<file path="src/slot_alloc_pkg.sv">
// Shared types and constants of the indexed slot allocator.
package slot_alloc_pkg;

  // Operation codes of a request.
  typedef enum logic [1:0] {
    OP_INIT  = 2'd0,
    OP_ALLOC = 2'd1,
    OP_FREE  = 2'd2,
    OP_LIST  = 2'd3
  } op_e;

  // Status codes of a result.
  typedef enum logic [1:0] {
    ST_OK    = 2'd0,
    ST_FULL  = 2'd1,
    ST_EMPTY = 2'd2
  } status_e;

  // Configuration register indexes.
  localparam logic REG_SLOTS_IN_USE = 1'b0;
  localparam logic REG_SLOT_BYTES   = 1'b1;

  // Largest slot size used when forming a byte offset.
  localparam logic [12:0] MAX_SLOT_BYTES = 13'd4096;

  // Reset value of the slot size register.
  localparam logic [12:0] SLOT_BYTES_RESET = 13'd16;

  typedef struct packed {
    op_e        operation;
    logic [5:0] slot;
  } req_t;

  typedef struct packed {
    status_e     status;
    logic [5:0]  slot_index;
    logic [17:0] byte_offset;
    logic [6:0]  busy_count;
    logic        last;
  } res_t;

endpackage

</file>
<file path="src/indexed_slot_allocator_unit.sv">
// Slot allocator with index-linked free and busy lists, sequenced over link memories.
//
// Init, allocate when full, free when empty or of a slot that is not busy, and list of
// an empty pool finish in the accept cycle: the result is registered for the next cycle, busy stays low.
// Allocate steps through S_ALLOC_LINK and S_ALLOC_FIX, free through S_FREE_UNLINK and
// S_FREE_PUSH, with busy high, so no new request is accepted before the result; the single
// read and write port of each link memory sets these steps. List gives one result per
// cycle for k busy slots, paced by the registered next-link read. Results cannot be stalled by the receiver.
// Synchronous reset rebuilds the pool over all slots; no clearing pass is run.
module indexed_slot_allocator_unit
  import slot_alloc_pkg::*;
#(
  parameter int CAPACITY = 64
) (
  input  logic        clk,
  input  logic        rst_n,
  // request channel
  input  logic        start,
  output logic        busy,
  input  req_t        in_req,
  // result channel
  output logic        out_valid,
  output res_t        out_res,
  // configuration port
  input  logic        psel,
  input  logic        penable,
  input  logic        pwrite,
  input  logic [2:0]  paddr,
  input  logic [31:0] pwdata,
  output logic [31:0] prdata,
  output logic        pready
);

  // IW addresses a slot, LW holds a link, which may also be the "no slot" marker.
  localparam int IW = (CAPACITY > 1) ? $clog2(CAPACITY) : 1;
  localparam int LW = $clog2(CAPACITY + 1);
  localparam logic [LW-1:0] NONE = LW'(CAPACITY);
  localparam logic [6:0] CAP7 = 7'(CAPACITY);

  typedef enum logic [2:0] {
    S_IDLE,
    S_ALLOC_LINK,
    S_ALLOC_FIX,
    S_FREE_UNLINK,
    S_FREE_PUSH,
    S_LIST_WALK
  } state_t;

  // ---------------------------------------------------------------------------
  // Configuration registers. The register index is paddr[2]; the low address
  // bits are not decoded.
  // ---------------------------------------------------------------------------
  logic [6:0]  slots_in_use_r;
  logic [12:0] slot_bytes_r;
  logic        cfg_wr;

  assign pready = 1'b1;
  assign cfg_wr = psel && penable && pwrite && pready;

  always_ff @(posedge clk) begin
    if (!rst_n) begin
      slots_in_use_r <= CAP7;
      slot_bytes_r   <= SLOT_BYTES_RESET;
    end else if (cfg_wr) begin
      if (paddr[2] == REG_SLOTS_IN_USE) begin
        slots_in_use_r <= pwdata[6:0];
      end else begin
        slot_bytes_r <= pwdata[12:0];
      end
    end
  end

  always_comb begin
    if (paddr[2] == REG_SLOT_BYTES) begin
      prdata = {19'd0, slot_bytes_r};
    end else begin
      prdata = {25'd0, slots_in_use_r};
    end
  end

  // ---------------------------------------------------------------------------
  // Link memories. Each has one write port and one registered read port.
  // Entries at or above the fill count have not been written since the last
  // init; their next link is implied by their position in the fresh run, so
  // init and reset need no sweep. Previous links are only ever read for busy
  // slots, and a slot always gets its previous link written when allocated.
  // ---------------------------------------------------------------------------
  logic [LW-1:0] next_mem [CAPACITY];
  logic [LW-1:0] prev_mem [CAPACITY];
  logic [LW-1:0] rd_next_r;
  logic [LW-1:0] rd_prev_r;

  logic          nw_en;
  logic [IW-1:0] nw_addr;
  logic [LW-1:0] nw_data;
  logic          pw_en;
  logic [IW-1:0] pw_addr;
  logic [LW-1:0] pw_data;
  logic [IW-1:0] nr_addr;
  logic [IW-1:0] pr_addr;

  always_ff @(posedge clk) begin
    if (nw_en) begin
      next_mem[nw_addr] <= nw_data;
    end
    rd_next_r <= next_mem[nr_addr];
  end

  always_ff @(posedge clk) begin
    if (pw_en) begin
      prev_mem[pw_addr] <= pw_data;
    end
    rd_prev_r <= prev_mem[pr_addr];
  end

  // ---------------------------------------------------------------------------
  // Sequencer state and list heads.
  // ---------------------------------------------------------------------------
  state_t        state_r, state_nxt;
  logic [LW-1:0] free_head_r, free_head_nxt;
  logic [LW-1:0] busy_head_r, busy_head_nxt;
  logic [LW-1:0] busy_total_r, busy_total_nxt;
  logic [LW-1:0] pool_limit_r, pool_limit_nxt;
  logic [LW-1:0] fill_r, fill_nxt;
  logic [CAPACITY-1:0] busy_mask_r, busy_mask_nxt;
  logic [LW-1:0] op_idx_r, op_idx_nxt;
  logic          fresh_r, fresh_nxt;
  logic [LW-1:0] list_cnt_r, list_cnt_nxt;
  logic          out_valid_r;
  res_t          out_res_r;

  logic          accept;
  logic          emit_en;
  status_e       emit_status;
  logic [5:0]    emit_slot;
  logic [LW-1:0] emit_count;
  logic          emit_last;
  logic [LW-1:0] pool_clamped;
  logic [LW-1:0] fresh_succ;
  logic [LW-1:0] unlink_p;
  logic [LW-1:0] unlink_n;
  logic          slot_busy;
  logic [12:0]   bytes_sat;

  assign busy   = (state_r != S_IDLE);
  assign accept = start && !busy;

  // Init saturates the configured slot count to the pool's capacity and raises a zero count to one.
  always_comb begin
    if (slots_in_use_r == 7'd0) begin
      pool_clamped = LW'(1);
    end else if (slots_in_use_r > CAP7) begin
      pool_clamped = NONE;
    end else begin
      pool_clamped = LW'(slots_in_use_r);
    end
  end

  // Successor of a slot in the untouched run that init laid out.
  assign fresh_succ = (LW'(op_idx_r + LW'(1)) < pool_limit_r) ? LW'(op_idx_r + LW'(1)) : NONE;

  assign unlink_p  = rd_prev_r;
  assign unlink_n  = rd_next_r;
  assign slot_busy = ({1'b0, in_req.slot} < CAP7) && busy_mask_r[in_req.slot[IW-1:0]];
  assign bytes_sat = (slot_bytes_r > MAX_SLOT_BYTES) ? MAX_SLOT_BYTES : slot_bytes_r;

  always_comb begin
    state_nxt      = state_r;
    free_head_nxt  = free_head_r;
    busy_head_nxt  = busy_head_r;
    busy_total_nxt = busy_total_r;
    pool_limit_nxt = pool_limit_r;
    fill_nxt       = fill_r;
    busy_mask_nxt  = busy_mask_r;
    op_idx_nxt     = op_idx_r;
    fresh_nxt      = fresh_r;
    list_cnt_nxt   = list_cnt_r;

    emit_en     = 1'b0;
    emit_status = ST_OK;
    emit_slot   = 6'd0;
    emit_count  = busy_total_r;
    emit_last   = 1'b1;

    nw_en   = 1'b0;
    nw_addr = op_idx_r[IW-1:0];
    nw_data = busy_head_r;
    pw_en   = 1'b0;
    pw_addr = op_idx_r[IW-1:0];
    pw_data = NONE;
    nr_addr = op_idx_r[IW-1:0];
    pr_addr = op_idx_r[IW-1:0];

    case (state_r)
      S_IDLE: begin
        if (accept) begin
          case (in_req.operation)
            OP_INIT: begin
              pool_limit_nxt = pool_clamped;
              free_head_nxt  = '0;
              busy_head_nxt  = NONE;
              busy_total_nxt = '0;
              busy_mask_nxt  = '0;
              fill_nxt       = '0;
              emit_en        = 1'b1;
              emit_count     = '0;
            end
            OP_ALLOC: begin
              if (busy_total_r >= pool_limit_r || free_head_r >= NONE) begin
                emit_en     = 1'b1;
                emit_status = ST_FULL;
              end else begin
                op_idx_nxt = free_head_r;
                fresh_nxt  = (free_head_r >= fill_r);
                nr_addr    = free_head_r[IW-1:0];
                state_nxt  = S_ALLOC_LINK;
              end
            end
            OP_FREE: begin
              if (busy_total_r == '0) begin
                emit_en     = 1'b1;
                emit_status = ST_EMPTY;
              end else if (!slot_busy) begin
                // A slot that is not busy is echoed and otherwise ignored.
                emit_en   = 1'b1;
                emit_slot = in_req.slot;
              end else begin
                op_idx_nxt = LW'(in_req.slot);
                nr_addr    = in_req.slot[IW-1:0];
                pr_addr    = in_req.slot[IW-1:0];
                state_nxt  = S_FREE_UNLINK;
              end
            end
            OP_LIST: begin
              if (busy_total_r == '0) begin
                emit_en     = 1'b1;
                emit_status = ST_EMPTY;
              end else begin
                emit_en      = 1'b1;
                emit_slot    = 6'(busy_head_r);
                emit_last    = (busy_total_r == LW'(1));
                nr_addr      = busy_head_r[IW-1:0];
                list_cnt_nxt = LW'(1);
                if (busy_total_r != LW'(1)) begin
                  state_nxt = S_LIST_WALK;
                end
              end
            end
            default: ;
          endcase
        end
      end

      S_ALLOC_LINK: begin
        // Pop the free head and make it the new busy head.
        free_head_nxt = fresh_r ? fresh_succ : rd_next_r;
        if (fresh_r) begin
          fill_nxt = LW'(fill_r + LW'(1));
        end
        nw_en     = 1'b1;
        nw_data   = busy_head_r;
        pw_en     = 1'b1;
        pw_data   = NONE;
        state_nxt = S_ALLOC_FIX;
      end

      S_ALLOC_FIX: begin
        if (busy_head_r < NONE) begin
          pw_en   = 1'b1;
          pw_addr = busy_head_r[IW-1:0];
          pw_data = op_idx_r;
        end
        busy_head_nxt                    = op_idx_r;
        busy_mask_nxt[op_idx_r[IW-1:0]]  = 1'b1;
        busy_total_nxt                   = LW'(busy_total_r + LW'(1));
        emit_en                          = 1'b1;
        emit_slot                        = 6'(op_idx_r);
        emit_count                       = LW'(busy_total_r + LW'(1));
        state_nxt                        = S_IDLE;
      end

      S_FREE_UNLINK: begin
        // Bridge the neighbors; removing the head promotes its successor.
        if (unlink_p < NONE) begin
          nw_en   = 1'b1;
          nw_addr = unlink_p[IW-1:0];
          nw_data = unlink_n;
        end else begin
          busy_head_nxt = unlink_n;
        end
        if (unlink_n < NONE) begin
          pw_en   = 1'b1;
          pw_addr = unlink_n[IW-1:0];
          pw_data = unlink_p;
        end
        state_nxt = S_FREE_PUSH;
      end

      S_FREE_PUSH: begin
        nw_en                           = 1'b1;
        nw_data                         = free_head_r;
        free_head_nxt                   = op_idx_r;
        busy_mask_nxt[op_idx_r[IW-1:0]] = 1'b0;
        busy_total_nxt                  = LW'(busy_total_r - LW'(1));
        emit_en                         = 1'b1;
        emit_slot                       = 6'(op_idx_r);
        emit_count                      = LW'(busy_total_r - LW'(1));
        state_nxt                       = S_IDLE;
      end

      S_LIST_WALK: begin
        // The registered read data is the next busy slot; it also addresses
        // the following read, giving one result per cycle.
        emit_en      = 1'b1;
        emit_slot    = 6'(rd_next_r);
        emit_last    = (LW'(list_cnt_r + LW'(1)) == busy_total_r);
        nr_addr      = rd_next_r[IW-1:0];
        list_cnt_nxt = LW'(list_cnt_r + LW'(1));
        if (emit_last) begin
          state_nxt = S_IDLE;
        end
      end

      default: begin
        state_nxt = S_IDLE;
      end
    endcase
  end

  always_ff @(posedge clk) begin
    if (!rst_n) begin
      state_r      <= S_IDLE;
      free_head_r  <= '0;
      busy_head_r  <= NONE;
      busy_total_r <= '0;
      pool_limit_r <= NONE;
      fill_r       <= '0;
      busy_mask_r  <= '0;
      list_cnt_r   <= '0;
      out_valid_r  <= 1'b0;
    end else begin
      state_r      <= state_nxt;
      free_head_r  <= free_head_nxt;
      busy_head_r  <= busy_head_nxt;
      busy_total_r <= busy_total_nxt;
      pool_limit_r <= pool_limit_nxt;
      fill_r       <= fill_nxt;
      busy_mask_r  <= busy_mask_nxt;
      list_cnt_r   <= list_cnt_nxt;
      out_valid_r  <= emit_en;
    end
    op_idx_r <= op_idx_nxt;
    fresh_r  <= fresh_nxt;
    if (emit_en) begin
      out_res_r.status      <= emit_status;
      out_res_r.slot_index  <= emit_slot;
      out_res_r.byte_offset <= 18'({12'd0, emit_slot} * {5'd0, bytes_sat});
      out_res_r.busy_count  <= 7'(emit_count);
      out_res_r.last        <= emit_last;
    end
  end

  assign out_valid = out_valid_r;
  assign out_res   = out_res_r;

`ifndef SYNTH
  // The busy bits and the busy count describe the same set of slots.
  a_mask_count : assert property (@(posedge clk) disable iff (!rst_n)
    $countones(busy_mask_r) == busy_total_r)
    else $error("busy mask and busy count disagree");

  // Never more busy slots, nor more fresh slots consumed, than the pool holds.
  a_pool_bound : assert property (@(posedge clk) disable iff (!rst_n)
    busy_total_r <= pool_limit_r && fill_r <= pool_limit_r)
    else $error("pool bookkeeping exceeds the pool size");

  // A list walk stops before it has emitted more slots than are busy.
  a_walk_bound : assert property (@(posedge clk) disable iff (!rst_n)
    state_r == S_LIST_WALK |-> list_cnt_r < busy_total_r)
    else $error("list walk ran past the busy count");

  // A result only follows an accepted request or a sequencer step.
  a_result_cause : assert property (@(posedge clk) disable iff (!rst_n)
    out_valid_r |-> $past(busy || start))
    else $error("result without a request");

  // The last result of a request returns the block to idle.
  a_last_idle : assert property (@(posedge clk) disable iff (!rst_n)
    out_valid_r && out_res_r.last |-> state_r == S_IDLE)
    else $error("final result while the sequencer is still working");
`endif

endmodule
</file>
<file path="config.mk">
export PLATFORM = sky130hd
export DESIGN_NAME = indexed_slot_allocator_unit
export DESIGN_NICKNAME = d
export VERILOG_FILES = /design/src/slot_alloc_pkg.sv /design/src/indexed_slot_allocator_unit.sv
export SDC_FILE = /design/constraint.sdc
export NUM_CORES = 2
export LEC_CHECK = 0
export BUFFER_PORTS_ARGS = -buffer_cell sky130_fd_sc_hd__buf_2
export CAP_MARGIN = 20
export CORE_UTILIZATION = 56
export DETAILED_ROUTE_END_ITERATION = 10
export PLACE_DENSITY_LB_ADDON = 0.1
export SLEW_MARGIN = 20
export SYNTH_ARGS = -nofsm -noshare
export SYNTH_HDL_FRONTEND = slang
export SYNTH_SLANG_ARGS = --single-unit
</file>
<file path="constraint.sdc">
create_clock -name clk -period 10.75 [get_ports clk]
set_clock_uncertainty 0.15 [all_clocks]
set_input_delay 2.15 -clock clk [delete_from_list [all_inputs] [get_ports clk]]
set_output_delay 2.15 -clock clk [all_outputs]
set_load 0.02 [all_outputs]
</file>
==> impl_metrics.env <==
export IMPL_status="finished, final reports clean"
export IMPL_insertion_delay_ps=690
export IMPL_cts_setup_buffers=0
export IMPL_yosys_area_top_type_share_pct=58.2
export IMPL_synth_edf_count=938
export IMPL_final_setup_viol_count=0
export IMPL_slew_headroom_pct=27.0
export IMPL_highest_layer="met4"
export IMPL_yosysSeqAreaShare_pct=64.2
export IMPL_chipWidth_um=296
export IMPL_p_per_area_mw_per_mm2=190
export IMPL_die_h_um=296
export IMPL_cp_required_ps=11030
export IMPL_p_sw_share_pct=27.0
export IMPL_synth_most_common_cell="edfxtp_1"
export IMPL_htreeDepth=3
export IMPL_hp_class="reg2reg"
export IMPL_power_static_leakage_uw=0.0186
export IMPL_ant_nets=0
export IMPL_path_class="in2reg"
export IMPL_drv_slew=0
export IMPL_wl_per_cell_um=23.3
export IMPL_crit_arrival_ps=9020
export IMPL_ys_top_cells_by_area="edfxtp_1, dfxtp_1, mux2i_1"
export IMPL_place_gp_congestion=0.934
export IMPL_combPwrFrac_pct=15.0
export IMPL_final_util_pct=62.8
export IMPL_async_flop_share_pct=0
export IMPL_drcViolationCount=0
export IMPL_ff_latch_area_mm2=0.0311
export IMPL_multi_input_area_mm2=0.0161
export IMPL_hpwlAfterDp_mm=76.2
export IMPL_reg2reg_depth=26
export IMPL_cp_max_fo=20
export IMPL_io_buffer_count=76
export IMPL_route_layer_met1_wl_mm=53.3
export IMPL_wl_met2_mm=55.7
export IMPL_cts_tree="yes"
export IMPL_synth_cells=3929
export IMPL_worst_setup_path_start_kind="input port"
export IMPL_pin_count=118
export IMPL_tns_ps=0
export IMPL_dr_pass1_iters=9
export IMPL_viasPerCell=6.09
export IMPL_overflow=0
export IMPL_rsz0062_at_grt="false"
export IMPL_cts_buffer_depth=3
export IMPL_routed_wirelength_mm=122
export IMPL_cts_sinks=1082
export IMPL_final_min_clock_period_ps=8730
export IMPL_core_area_mm2=0.0854
export IMPL_wl_met3_mm=9.20
export IMPL_cts_resized=0
export IMPL_fmax_mhz=114
export IMPL_initial_core_util_pct=56.6
export IMPL_vias=31700
export IMPL_nFillCells=6699
export IMPL_ir_worst_vdd_mv=0.150
export IMPL_place_inst=4997
export IMPL_pwr_share_seq_pct=47.0
export IMPL_worstMarginPinSlew_ps=1090
export IMPL_synth_seq_cells=1082
export IMPL_cpPeakStageDelay_ps=580
export IMPL_die_area_mm2=0.0876
export IMPL_clk_pin_slew_worst_paths_ps=60
export IMPL_synth_common_cells="edfxtp_1, nand2_1, nor2_1"
export IMPL_slowest_stage="mux4_2"
export IMPL_antenna_found_initial=1
export IMPL_holdBufCountCts=0
export IMPL_grt_pass1_wl_mm=182
export IMPL_yosys_area_top_type="edfxtp_1"
export IMPL_drive_above_1_share_pct=9.93
export IMPL_switchingPower_uw=2760
export IMPL_synth_ff_type="edfxtp_1"
export IMPL_yosysUniqueCellTypes=75
export IMPL_netlist_area_mm2=0.0484
export IMPL_cts_made_buffers=112
export IMPL_p_int_uw=7450
export IMPL_nets=4118
export IMPL_rows=107
export IMPL_hold_ws_ps=311
export IMPL_root_buffer="clkbuf_16"
export IMPL_avgSynthCellArea_um2=12.3
export IMPL_endpoint_kind="flip-flop"
export IMPL_whs_path_depth=2
export IMPL_grtUsageTotal_pct=27.6
export IMPL_finalHoldViolCount=0
export IMPL_timing_max_cap_violations=0
export IMPL_fin_crit_sh_pct=81.2
export IMPL_cpMostUsedCell="a21oi_1"
export IMPL_grt_max_degree=156
export IMPL_clkPwrFrac_pct=38.0
export IMPL_area_growth_pct=10.8
export IMPL_stdcell_count=5205
export IMPL_grt_pass1_vias=29400
export IMPL_dr_first_iter_drc_count=3359
export IMPL_yosysWarnings=0
-- cells in the final DEF, fill, tap and decap left out, types with 41 or more instances in the layout --
| cell | netlist | layout |
|---|---|---|
| a21oi_1 | 142 | 141 |
| buf_2 | 42 | 76 |
| mux2i_1 | 248 | 246 |
| edfxtp_1 | 938 | 938 |
| dfxtp_1 | 144 | 143 |
| nor2_1 | 332 | 332 |
| o211ai_1 | 41 | 41 |
| nand2_1 | 661 | 659 |
| fa_1 | 44 | 44 |
| nand4_1 | 47 | 47 |
| o21ai_0 | 158 | 157 |
| clkbuf_16 | 0 | 118 |
| nand3_1 | 166 | 166 |
| nand2b_1 | 45 | 45 |
| inv_1 | 111 | 111 |
| o22ai_1 | 69 | 69 |
| ha_1 | 57 | 57 |
| buf_4 | 22 | 48 |
-- path summary, 6_finish.rpt --
path / start / end / slack [ps]
worst max-delay path: in_req[0] / out_res[25] / 2020
worst min-delay path: busy_mask_r[9] / busy_mask_r[9] / 310
worst max register to register: busy_total_r[0] / out_res[25] / 3670
worst min register to register: busy_mask_r[9] / busy_mask_r[9] / 310
-- layout make-up --
type                       count  area share (%)
clock buffer                 150            5.86
antenna                        1         0.00467
timing repair buffer         130            1.63
multi-input combinational   2529            30.1
sequential                  1082            57.9
clock inverter                56            1.03
inverter                     113           0.791
tap                         1144            2.67
-- power groups by stage --
stage	clock, µW	combinational (µW)	sequential [µW]
global route	4070	1650	4800
floorplan	0	987	4870
global placement	0	1500	4880
CTS	3920	1510	4790
detailed placement	0	1510	4880
finish	3870	1530	4800
-- worst max-delay path, delay by kind of cell --
kind / cells / cell delay (ps)
muxes: 1 / 580
xor gates and xnor gates: 1 / 80
AOI/OAI and AO/OA: 16 / 2800
buffers and inverters: 3 / 710
adders and majority gates: 4 / 1790
and+or+nand+nor: 4 / 870
-- metal layers --
layer	vias up	track usage, %
met5	-	0
met4	0	8.40
met3	211	4.29
met2	1284	42.4
met1	15700	40.8
li1	14500	-
-- flip-flops by register name, summed over array words and instances (netlist names), 13 cells and up --
name / count
out_res: 34
slot_bytes_r: 13
busy_mask_r: 64
next_mem: 448
prev_mem: 448
-- stage by stage --
stage	worst slack, ps	cell area, µm²	total power, µW
after floorplan	2430	48400	5860
after global placement	1380	49800	6380
after detailed placement	1310	49900	6390
after CTS	2030	53600	10200
after global routing	1500	53600	10500
final	2020	53600	10200
-- cell families after synthesis --
kind of cell	synth area share, %
fa+ha+maj	3.30
flops	64.2
buf+inv	2.95
other cells	0.0155
simple gates	12.7
xor+xnor	0.652
mux	7.40
compound gates	8.80
(Power assumes the default switching activity.)
